**src/sha256_pkg.sv**
```systemverilog
// ----------------------------------------------------------------------------
// SHA-256 package
// Shared types, round constants and functions of the byte stream hasher.
// ----------------------------------------------------------------------------
package sha256_pkg;

  localparam int unsigned QueueDepth = 4;

  typedef struct packed {
    logic       func;
    logic [7:0] data_byte;
  } item_t;

  function automatic logic [31:0] round_k(input logic [5:0] i);
    logic [31:0] k;
    case (i)
      6'd0: k = 32'h428a2f98; 6'd1: k = 32'h71374491; 6'd2: k = 32'hb5c0fbcf;
      6'd3: k = 32'he9b5dba5; 6'd4: k = 32'h3956c25b; 6'd5: k = 32'h59f111f1;
      6'd6: k = 32'h923f82a4; 6'd7: k = 32'hab1c5ed5; 6'd8: k = 32'hd807aa98;
      6'd9: k = 32'h12835b01; 6'd10: k = 32'h243185be; 6'd11: k = 32'h550c7dc3;
      6'd12: k = 32'h72be5d74; 6'd13: k = 32'h80deb1fe; 6'd14: k = 32'h9bdc06a7;
      6'd15: k = 32'hc19bf174; 6'd16: k = 32'he49b69c1; 6'd17: k = 32'hefbe4786;
      6'd18: k = 32'h0fc19dc6; 6'd19: k = 32'h240ca1cc; 6'd20: k = 32'h2de92c6f;
      6'd21: k = 32'h4a7484aa; 6'd22: k = 32'h5cb0a9dc; 6'd23: k = 32'h76f988da;
      6'd24: k = 32'h983e5152; 6'd25: k = 32'ha831c66d; 6'd26: k = 32'hb00327c8;
      6'd27: k = 32'hbf597fc7; 6'd28: k = 32'hc6e00bf3; 6'd29: k = 32'hd5a79147;
      6'd30: k = 32'h06ca6351; 6'd31: k = 32'h14292967; 6'd32: k = 32'h27b70a85;
      6'd33: k = 32'h2e1b2138; 6'd34: k = 32'h4d2c6dfc; 6'd35: k = 32'h53380d13;
      6'd36: k = 32'h650a7354; 6'd37: k = 32'h766a0abb; 6'd38: k = 32'h81c2c92e;
      6'd39: k = 32'h92722c85; 6'd40: k = 32'ha2bfe8a1; 6'd41: k = 32'ha81a664b;
      6'd42: k = 32'hc24b8b70; 6'd43: k = 32'hc76c51a3; 6'd44: k = 32'hd192e819;
      6'd45: k = 32'hd6990624; 6'd46: k = 32'hf40e3585; 6'd47: k = 32'h106aa070;
      6'd48: k = 32'h19a4c116; 6'd49: k = 32'h1e376c08; 6'd50: k = 32'h2748774c;
      6'd51: k = 32'h34b0bcb5; 6'd52: k = 32'h391c0cb3; 6'd53: k = 32'h4ed8aa4a;
      6'd54: k = 32'h5b9cca4f; 6'd55: k = 32'h682e6ff3; 6'd56: k = 32'h748f82ee;
      6'd57: k = 32'h78a5636f; 6'd58: k = 32'h84c87814; 6'd59: k = 32'h8cc70208;
      6'd60: k = 32'h90befffa; 6'd61: k = 32'ha4506ceb; 6'd62: k = 32'hbef9a3f7;
      default: k = 32'hc67178f2;
    endcase
    return k;
  endfunction

  function automatic logic [255:0] initial_hash();
    return {32'h6a09e667, 32'hbb67ae85, 32'h3c6ef372, 32'ha54ff53a,
            32'h510e527f, 32'h9b05688c, 32'h1f83d9ab, 32'h5be0cd19};
  endfunction

endpackage

```
**src/sha256_queue.sv**
```systemverilog
// ----------------------------------------------------------------------------
// SHA-256 item queue
// Short first-in first-out queue between the front and back parts.
// ----------------------------------------------------------------------------
module sha256_queue (
  input  logic                clk,
  input  logic                rst,
  input  logic                in_valid,
  output logic                in_ready,
  input  sha256_pkg::item_t   in_item,
  output logic                out_valid,
  input  logic                out_ready,
  output sha256_pkg::item_t   out_item
);

  localparam int unsigned Aw = $clog2(sha256_pkg::QueueDepth);

  sha256_pkg::item_t mem [sha256_pkg::QueueDepth];
  logic [Aw-1:0] wr_ptr;
  logic [Aw-1:0] rd_ptr;
  logic [Aw:0]   count;
  logic          push;
  logic          pop;

  assign in_ready  = (count != (Aw+1)'(sha256_pkg::QueueDepth));
  assign out_valid = (count != '0);
  assign out_item  = mem[rd_ptr];
  assign push = in_valid && in_ready;
  assign pop  = out_valid && out_ready;

  always_ff @(posedge clk) begin
    if (push) begin
      mem[wr_ptr] <= in_item;
    end
  end

  always_ff @(posedge clk) begin
    if (rst) begin
      wr_ptr <= '0;
      rd_ptr <= '0;
      count  <= '0;
    end else begin
      if (push) begin
        wr_ptr <= wr_ptr + Aw'(1);
      end
      if (pop) begin
        rd_ptr <= rd_ptr + Aw'(1);
      end
      if (push && !pop) begin
        count <= count + (Aw+1)'(1);
      end else if (pop && !push) begin
        count <= count - (Aw+1)'(1);
      end
    end
  end

endmodule

```
**src/sha256_core.sv**
```systemverilog
// ----------------------------------------------------------------------------
// SHA-256 core
// Buffers bytes, pads, compresses one round per cycle and emits the digest.
// ----------------------------------------------------------------------------
module sha256_core (
  input  logic              clk,
  input  logic              rst,
  input  logic              in_valid,
  output logic              in_ready,
  input  sha256_pkg::item_t in_item,
  output logic [31:0]       digest_word,
  output logic              last_word,
  output logic              out_valid,
  input  logic              out_ready
);

  typedef enum logic [5:0] {
    S_IDLE  = 6'b000001,
    S_LOAD  = 6'b000010,
    S_ROUND = 6'b000100,
    S_ADD   = 6'b001000,
    S_PAD   = 6'b010000,
    S_EMIT  = 6'b100000
  } state_t;

  state_t state;
  logic [7:0]   buffer [64];
  logic [5:0]   buf_rd;
  logic [7:0]   buf_q;
  logic [60:0]  byte_count;
  logic [63:0]  bits;
  logic [255:0] hash;
  logic [255:0] v;
  logic [31:0]  w [16];
  logic [5:0]   round;
  logic [6:0]   load_cnt;
  logic         finishing;
  logic         final_block;
  logic [5:0]   pad_pos;
  logic [2:0]   emit_idx;

  logic         buf_we;
  logic [5:0]   buf_wa;
  logic [7:0]   buf_wd;

  logic [31:0] a, b, c, d, e, f, g, h;
  logic [31:0] wt, s0w, s1w, wnew, t1, t2;

  assign {a, b, c, d, e, f, g, h} = v;
  assign s0w  = {w[1][6:0], w[1][31:7]} ^ {w[1][17:0], w[1][31:18]} ^ (w[1] >> 3);
  assign s1w  = {w[14][16:0], w[14][31:17]} ^ {w[14][18:0], w[14][31:19]}
              ^ (w[14] >> 10);
  assign wnew = s1w + w[9] + s0w + w[0];
  assign wt   = w[0];
  assign t1 = h + ({e[5:0], e[31:6]} ^ {e[10:0], e[31:11]} ^ {e[24:0], e[31:25]})
            + ((e & f) ^ (~e & g)) + sha256_pkg::round_k(round) + wt;
  assign t2 = ({a[1:0], a[31:2]} ^ {a[12:0], a[31:13]} ^ {a[21:0], a[31:22]})
            + ((a & b) ^ (a & c) ^ (b & c));

  assign in_ready    = (state == S_IDLE);
  assign out_valid   = (state == S_EMIT);
  assign digest_word = hash[255 - 32*emit_idx -: 32];
  assign last_word   = (emit_idx == 3'd7);
  assign bits        = {byte_count, 3'b000};

  always_comb begin
    buf_we = 1'b0;
    buf_wa = byte_count[5:0];
    buf_wd = in_item.data_byte;
    if (state == S_IDLE && in_valid) begin
      buf_we = 1'b1;
      buf_wd = in_item.func ? 8'h80 : in_item.data_byte;
    end else if (state == S_PAD) begin
      buf_we = 1'b1;
      buf_wa = pad_pos;
      if (final_block && pad_pos >= 6'd56) begin
        buf_wd = bits[63 - 8*(pad_pos - 6'd56) -: 8];
      end else begin
        buf_wd = 8'h00;
      end
    end
  end

  always_ff @(posedge clk) begin
    if (buf_we) begin
      buffer[buf_wa] <= buf_wd;
    end
    buf_q <= buffer[buf_rd];
  end

  always_ff @(posedge clk) begin
    if (rst) begin
      state       <= S_IDLE;
      hash        <= sha256_pkg::initial_hash();
      byte_count  <= '0;
      finishing   <= 1'b0;
      final_block <= 1'b0;
      emit_idx    <= '0;
      buf_rd      <= '0;
      load_cnt    <= '0;
      round       <= '0;
      pad_pos     <= '0;
    end else begin
      unique case (state)
        S_IDLE: begin
          if (in_valid) begin
            if (!in_item.func) begin
              byte_count <= byte_count + 61'd1;
              if (byte_count[5:0] == 6'd63) begin
                finishing <= 1'b0;
                buf_rd    <= '0;
                load_cnt  <= '0;
                state     <= S_LOAD;
              end
            end else begin
              finishing   <= 1'b1;
              final_block <= (byte_count[5:0] < 6'd56);
              pad_pos     <= byte_count[5:0] + 6'd1;
              if (byte_count[5:0] == 6'd63) begin
                buf_rd   <= '0;
                load_cnt <= '0;
                state    <= S_LOAD;
              end else begin
                state <= S_PAD;
              end
            end
          end
        end
        S_PAD: begin
          pad_pos <= pad_pos + 6'd1;
          if (pad_pos == 6'd63) begin
            buf_rd   <= '0;
            load_cnt <= '0;
            state    <= S_LOAD;
          end
        end
        S_LOAD: begin
          buf_rd   <= buf_rd + 6'd1;
          load_cnt <= load_cnt + 7'd1;
          if (load_cnt != 7'd0) begin
            w[15]     <= {w[15][23:0], buf_q};
            for (int i = 0; i < 15; i++) begin
              if (load_cnt[1:0] == 2'd1) begin
                w[i] <= w[i+1];
              end
            end
          end
          if (load_cnt == 7'd64) begin
            v     <= hash;
            round <= '0;
            state <= S_ROUND;
          end
        end
        S_ROUND: begin
          v <= {t1 + t2, a, b, c, d + t1, e, f, g};
          for (int i = 0; i < 15; i++) begin
            w[i] <= w[i+1];
          end
          w[15] <= wnew;
          round <= round + 6'd1;
          if (round == 6'd63) begin
            state <= S_ADD;
          end
        end
        S_ADD: begin
          for (int i = 0; i < 8; i++) begin
            hash[32*i +: 32] <= hash[32*i +: 32] + v[32*i +: 32];
          end
          if (!finishing) begin
            state <= S_IDLE;
          end else if (!final_block) begin
            final_block <= 1'b1;
            pad_pos     <= '0;
            state       <= S_PAD;
          end else begin
            emit_idx <= '0;
            state    <= S_EMIT;
          end
        end
        S_EMIT: begin
          if (out_ready) begin
            emit_idx <= emit_idx + 3'd1;
            if (emit_idx == 3'd7) begin
              hash       <= sha256_pkg::initial_hash();
              byte_count <= '0;
              finishing  <= 1'b0;
              state      <= S_IDLE;
            end
          end
        end
        default: state <= S_IDLE;
      endcase
    end
  end

endmodule

```
**src/sha256_byte_stream_hasher_unit.sv**
```systemverilog
// ----------------------------------------------------------------------------
// SHA-256 byte stream hasher
// Each byte is buffered; the 64th byte of a block starts the block's load
// and compression, paced by the one-round-per-cycle compressor and the
// one-byte read port of the block buffer. A finish item pads one byte per
// cycle, compresses one or two blocks, then transfers eight digest words.
// A four-entry queue decouples the input from the core.
// ----------------------------------------------------------------------------
module sha256_byte_stream_hasher_unit (
  input  logic        clk,
  input  logic        rst,
  input  logic        in_valid,
  output logic        in_ready,
  input  logic        func,
  input  logic [7:0]  data_byte,
  output logic        out_valid,
  input  logic        out_ready,
  output logic [31:0] digest_word,
  output logic        last_word
);

  sha256_pkg::item_t q_in;
  sha256_pkg::item_t q_out;
  logic q_valid;
  logic q_ready;

  assign q_in.func      = func;
  assign q_in.data_byte = data_byte;

  sha256_queue u_queue (
    .clk       (clk),
    .rst       (rst),
    .in_valid  (in_valid),
    .in_ready  (in_ready),
    .in_item   (q_in),
    .out_valid (q_valid),
    .out_ready (q_ready),
    .out_item  (q_out)
  );

  sha256_core u_core (
    .clk         (clk),
    .rst         (rst),
    .in_valid    (q_valid),
    .in_ready    (q_ready),
    .in_item     (q_out),
    .digest_word (digest_word),
    .last_word   (last_word),
    .out_valid   (out_valid),
    .out_ready   (out_ready)
  );

endmodule
```
**config.mk**
```make
export PLATFORM = sky130hd
export DESIGN_NAME = sha256_byte_stream_hasher_unit
export DESIGN_NICKNAME = d
export VERILOG_FILES = /design/src/sha256_pkg.sv /design/src/sha256_queue.sv /design/src/sha256_core.sv /design/src/sha256_byte_stream_hasher_unit.sv
export SDC_FILE = /design/constraint.sdc
export NUM_CORES = 2
export LEC_CHECK = 0
export BUFFER_PORTS_ARGS = -buffer_cell sky130_fd_sc_hd__buf_4
export CAP_MARGIN = 20
export CORE_ASPECT_RATIO = 2
export CORE_MARGIN = 2
export CORE_UTILIZATION = 25
export CTS_CLUSTER_DIAMETER = 80
export DETAILED_ROUTE_END_ITERATION = 8
export SLEW_MARGIN = 20
export SYNTH_ARGS = -nofsm -noshare
export SYNTH_HDL_FRONTEND = slang
export SYNTH_SLANG_ARGS = --single-unit
```
**constraint.sdc**
```tcl
create_clock -name clk -period 65.2 [get_ports clk]
set_clock_uncertainty 0.1 [all_clocks]
set_input_delay 13.04 -clock clk [delete_from_list [all_inputs] [get_ports clk]]
set_output_delay 13.04 -clock clk [all_outputs]
set_load 0.02 [all_outputs]
```
# ---- Word level (Yosys, flattened, before mapping)
# Memory sizes are Yosys's and may differ from the RTL's. A register that Yosys moved wholly into a read port is not among the register bits.
# Index checks and enable logic that the tools add are counted.
dict set report totals {
  rom_bits 2048
  wordCells 237
  n_memories 4
  ram_bits 1060
  reg_bits 616
}
dict set report classes {
  add_sub_neg 32
  mux 97
  magnitude_cmp 2
  shift 2
  n_bitwise 34
  reduce_logical 26
  eq_ne 26
}
# name depth width rd rd_ports_with_merged_regs write_ports line_no
set mem_list {}
lappend mem_list {{(name not given)} 64 32 1 1 0 sha256_pkg.sv:16} ;# case (i)
lappend mem_list {u_core.buffer 64 8 1 1 1 sha256_core.sv:27} ;# logic [7:0] buffer [64];
lappend mem_list {u_core.w 16 32 16 0 16 sha256_core.sv:34} ;# logic [31:0] w [16];
lappend mem_list {u_queue.mem 4 9 1 1 1 sha256_queue.sv:18} ;# sha256_pkg::item_t mem [sha256_pkg::QueueDepth];
# cell count
set op_table {}
lappend op_table {{$pmux 256 s2} 2}
lappend op_table {{$mux 256} 3}
lappend op_table {{$add 32x32->32} 18}
lappend op_table {{$mux 32} 16}
lappend op_table {{$xor 32x32->32} 9}
lappend op_table {{$shiftx 287x33->32} 1}
lappend op_table {{$mux 61} 4}
lappend op_table {{$and 32x32->32} 5}
lappend op_table {{$mux 6} 22}
lappend op_table {{$pmux 61 s2} 1}
lappend op_table {{$shiftx 71x33->8} 1}
lappend op_table {{$add 61x1->61 const B} 1}
lappend op_table {{$pmux 6 s3} 2}
lappend op_table {{$pmux 6 s6} 1}
lappend op_table {{$mux 8} 4}
lappend op_table {{$not 32->32} 1}
lappend op_table {{$sub 6x32->32 const A} 1}
lappend op_table {{$xor 32x22->32} 1}
lappend op_table {{$xor 32x29->32} 1}
lappend op_table {{$mux 1} 26}
lappend op_table {{$add 6x1->6 const B} 4}
lappend op_table {{$eq 6x6->1 const B} 4}
lappend op_table {{$mux 7} 3}
lappend op_table {{$pmux 7 s3} 1}
lappend op_table {{38 further kinds} 87}

# ---- Longest topological paths before layout
dict set report logic_depth {
  depth_word 8
  depth_mapped 33
}

# ---- Modules after synthesis
# A second synthesis with hierarchy kept.
dict set report unflattened {
  cells_unflattened 7771
  area_unflattened_um2 91461.5
}
# mod n_inst area_each_um2 cells_each seq_area_each_um2
set by_module_without_submodules {}
lappend by_module_without_submodules {sha256_core 1 89681.0 7676 46304.4}
lappend by_module_without_submodules {sha256_queue 1 1780.5 95 1261.2}

# ---- Worst setup path after synthesis
# OpenSTA, ideal clock, no wires.
dict set report synth_path {
  path_kind {in2reg}
  startpoint {input port rst}
  endpoint {memory u_core.w[0][0] (enable)}
  path_buffers 3
  arrival_ns 33.534
  cell_stages 4
  path_slack_ns 30.233
  setup_ns 1.333
  path_cell_list {clkbuf_1 -> clkbuf_1 -> clkbuf_1 -> nor2_1}
}
# item line_no
set synth_rtl {}
lappend synth_rtl {{from (decl)} sha256_byte_stream_hasher_unit.sv:11} ;# input logic rst,
lappend synth_rtl {{to (decl)} sha256_core.sv:34}

# ---- Worst setup path in the final report
dict set report layout_path {
  startpoint {register u_core.emit_idx[1]}
  endpoint {output port digest_word[31]}
}
dict set report layout_via {
  elab_chain_cells 2
}
# item line_no
set layout_lines {}
lappend layout_lines {{from (decl)} sha256_core.sv:40} ;# logic [2:0] emit_idx;
lappend layout_lines {{from (signal assigned)} sha256_core.sv:182} ;# emit_idx <= emit_idx + 3'd1;
lappend layout_lines {{$sub 8x8->9} sha256_core.sv:62} ;# assign digest_word = hash[255 - 32*emit_idx -: 32];
lappend layout_lines {{$shiftx 287x33->32} sha256_core.sv:62}
lappend layout_lines {{to (decl)} sha256_byte_stream_hasher_unit.sv:18} ;# output logic [31:0] digest_word,
# No other way between the ends.

==> results.yml <==
run_status:
  status: "finished clean"
power:
  power.leakage_nw: 37.45
  power.share.clock_pct: 40.1
  p_comb_share_pct: 7.8
  seqPwrFrac_pct: 52.0
  p_switching_mw: 0.5843
  p_int_mw: 1.836
  ir_drop_mv: 0.02798
  swShare_pct: 24.14
  total_power_mw: 2.421
  powerDensity_mw_per_mm2: 23.37
yosys:
  synth_seq_cells: 1718
  synth-compound-area-share_pct: 11.24
  synth_cell_type_count: 101
  ys_top_cells_by_area: "edfxtp_1 43%, dfxtp_1 8.7%, mux4_2 6.2%"
  synth_xor_area_share_pct: 6.019
  syn_area_mm2: 0.09207
  synthSimpleGateAreaFrac_pct: 10.22
  synth_mux_area_share_pct: 7.318
  synthCells: 7973
  synth_nets: 8586
  synthAdderAreaFrac_pct: 10.00
  synth-edff-count: 1316
  synthArstFlopShare_pct: 0
  synth_top_family_by_area: "compound AO/OA/AOI/OAI gates"
  yosys.area.top_type: "edfxtp_1"
  synth.top_cell.area_share_pct: 42.92
  ys.flop_type: "edfxtp_1"
  ys_warn_count: 0
  avgSynthCellArea_um2: 11.55
  ys_seq_area_share_pct: 51.66
timing:
  rsz0062_at_grt: "false"
  worst_hold_slack_ns: 0.2645
  fin_crit_sh_pct: 25.48
  worstMarginPinSlew_ns: 1.278
  min_period_ns: 16.61
  tns_ns: 0
  setup_viol: 0
  hold_viol: 0
  max_freq_mhz: 60.20
  maxSlewHeadroom_pct: 14.20
  finalMaxSlewViolations: 0
clock_network:
  holdBufCountCts: 0
  clock_latency_ns: 0.87
  cts_made_buffers: 163
  clk_pin_slew_worst_paths_ns: 0.07
  htreeDepth: 4
  cts_max_path_buffers: 4
  cts_sinks: 1718
  cts_resized: 0
  post-cts-setup-buffers: 0
  cts_tree: "done"
  cts_root_buffer: "clkbuf_16"
floorplanning:
  io_pins: 48
  dieArea_mm2: 0.3734
  die_h_um: 862.2
  coreArea_mm2: 0.3673
  die_w_um: 433.1
  initial_utilization_pct: 25.07
  rows: 315
final_layout:
  fill_cells: 38082
  utilization_pct: 28.20
  layout-drive-gt1-share_pct: 10.03
  area_growth_pct: 12.51
  nets: 8557
  postLayoutCellArea_mm2: 0.1036
drt:
  ant_nets: 0
  avgRoutedWirePerCell_um: 23.93
  dr.pass1.iters: 6
  post-route-drc-count: 0
  vias: 62794
  vias_per_cell: 4.838
  routed_wirelength_mm: 310.6
  drt_iter0_drc: 4525
worst_setup_path:
  crit_top_cell: "buf_4"
  slowest_stage: "dfxtp_4"
  worstPathCellList: "buf_4 > mux4_2 > mux2_2 > buf_4"
  critical_path_class: "flip-flop to output pin"
  cp.required_ns: 52.06
  slowest_delay_ns: 0.87
  critPathLaunchType: "flip-flop"
  cp_max_fo: 38
  crit_path_end_kind: "output pin"
  cp.arrival_ns: 3.47
flow_run:
  drv_cap: 0
placed_design:
  place_area_mm2: 0.09837
  io_buffer_count: 47
  dp_hpwl_mm: 230.2
  gp_congestion: 0.9719
global_routing:
  grt_max_degree: 165
  antenna_found_initial: 11
  grt_overflow: 0
  grt_use_total_pct: 16.27
  grt_pass1_wl_mm: 443.4
  grt_pass1_vias: 65444
min_path:
  hold_path_class: "flip-flop to flip-flop"
-- cells in the mapped netlist, drive strengths merged (56+ instances only) --
master and instances:
nand3 141, mux4 254, and3 56, edfxtp 1316, nand2 1046, fa 196, a21oi 455, xnor2 405
dfxtp 402, nor2b 56, inv 478, xor2 226, o22ai 58, nor3 111, nor2 498, a21o 204
ha 404, a31oi 57, o21ai 455, clkbuf 302, buf 71
-- final cells by class --
class                   instances  area [µm²]  area share, %
flip-flops and latches       1718       47580          45.93
multi-input cells            5403       41490          40.05
well taps                    4913        6147          5.934
clock buffers                 201        4367          4.215
inverters                     479        1800          1.738
repair buffers                179        1373          1.325
clock inverters                83       822.0         0.7935
diodes                          4       10.01       0.009663
-- worst paths after layout --
check | startpoint | endpoint | slack [ns] | cells after the start
setup / recovery | u_core.emit_idx[1]$_SDFFE_PP0P_ | digest_word[31] | 48.59 | 4
hold / removal | u_core.w[0][113]$_DFFE_PP_ | u_core.w[0][81]$_DFFE_PP_ | 0.26 | 0
setup reg to reg | u_core.v[108]$_DFFE_PP_ | u_core.v[255]$_DFFE_PP_ | 54.83 | 30
hold reg to reg | u_core.w[0][113]$_DFFE_PP_ | u_core.w[0][81]$_DFFE_PP_ | 0.26 | 0
-- logic make-up (layout without fill, tap and decap cells) --
logic type      after synthesis  count (layout)
simple gates               2138            2138
other cells                   0               4
xor+xnor                    631             631
mux                         350             350
fa+ha+maj                   623             623
compound gates             1661            1661
flops                      1718            1718
buf+inv                     852             942
-- worst max-delay path, delay by kind of cell (launching register included) --
kind / cells / cell delay, ns
DFF: 1 / 0.87
muxes: 2 / 0.92
buffers and inverters: 2 / 0.78
-- layer usage --
layer | global-route usage (%) | part of all wire, % | vias up
met5 | 0 | 0.014 | -
met4 | 15.01 | 11 | 6
met3 | 1.477 | 3.2 | 897
met2 | 31.47 | 54 | 1746
met1 | 14.70 | 32 | 31410
li1 | - | - | 28735
-- per-stage QoR --
stage	std cells	setup slack [ns]
floorplan	7973	30.23
global placement	12692	48.07
detailed placement	12692	47.96
CTS	12976	48.53
global route	12978	48.44
finish	12980	48.59
-- sequential cells by signal, indices dropped and copies added (netlist names), named ones only --
name and count:
u_core.buf_q 8, u_core.buf_rd 6, u_core.buffer 512, u_core.byte_count 61
u_core.emit_idx 3, u_core.final_block 1, u_core.finishing 1, u_core.hash 256
u_core.load_cnt 7, u_core.pad_pos 6, u_core.round 6, u_core.state 6
u_core.v 256, u_core.w 512, u_queue.count 3, u_queue.mem 36
u_queue.rd_ptr 2, u_queue.wr_ptr 2
-- cell usage in the layout (no fill, tap or decap), drive strengths merged, types with 44 or more instances in the layout --
| cell type | netlist | layout |
|---|---|---|
| or3 | 49 | 49 |
| o21a | 48 | 48 |
| mux2 | 45 | 45 |
| nor2b | 56 | 56 |
| inv | 478 | 485 |
| and3 | 56 | 56 |
| nor2 | 498 | 498 |
| a21oi | 455 | 455 |
| o22ai | 58 | 58 |
| o21bai | 49 | 49 |
| edfxtp | 1316 | 1316 |
| buf | 71 | 179 |
| nand2 | 1046 | 1046 |
| nand2b | 51 | 51 |
| a31oi | 57 | 57 |
| clkbuf | 302 | 201 |
| dfxtp | 402 | 402 |
| xor2 | 226 | 226 |
| xnor2 | 405 | 405 |
| a211oi | 53 | 53 |
| mux4 | 254 | 254 |
| ha | 404 | 404 |
| mux2i | 51 | 51 |
| a21o | 204 | 204 |
| clkinv | 1 | 44 |
| o21ai | 455 | 455 |
| fa | 196 | 196 |
| nor3 | 111 | 111 |
| nand3 | 141 | 141 |
-- power groups by stage --
| stage | Combinational, mW | Sequential (mW) | Clock (mW) |
|---|---|---|---|
| 6_report | 0.190 | 1.26 | 0.971 |
| 3_5_place_dp | 0.194 | 1.28 | 0 |
| 5_1_grt | 0.207 | 1.26 | 1.02 |
| 3_3_place_gp | 0.190 | 1.28 | 0 |
| 4_1_cts | 0.194 | 1.26 | 0.994 |
| 2_1_floorplan | 0.117 | 1.28 | 0 |
No activity file was read; power rests on OpenSTA's default activity.
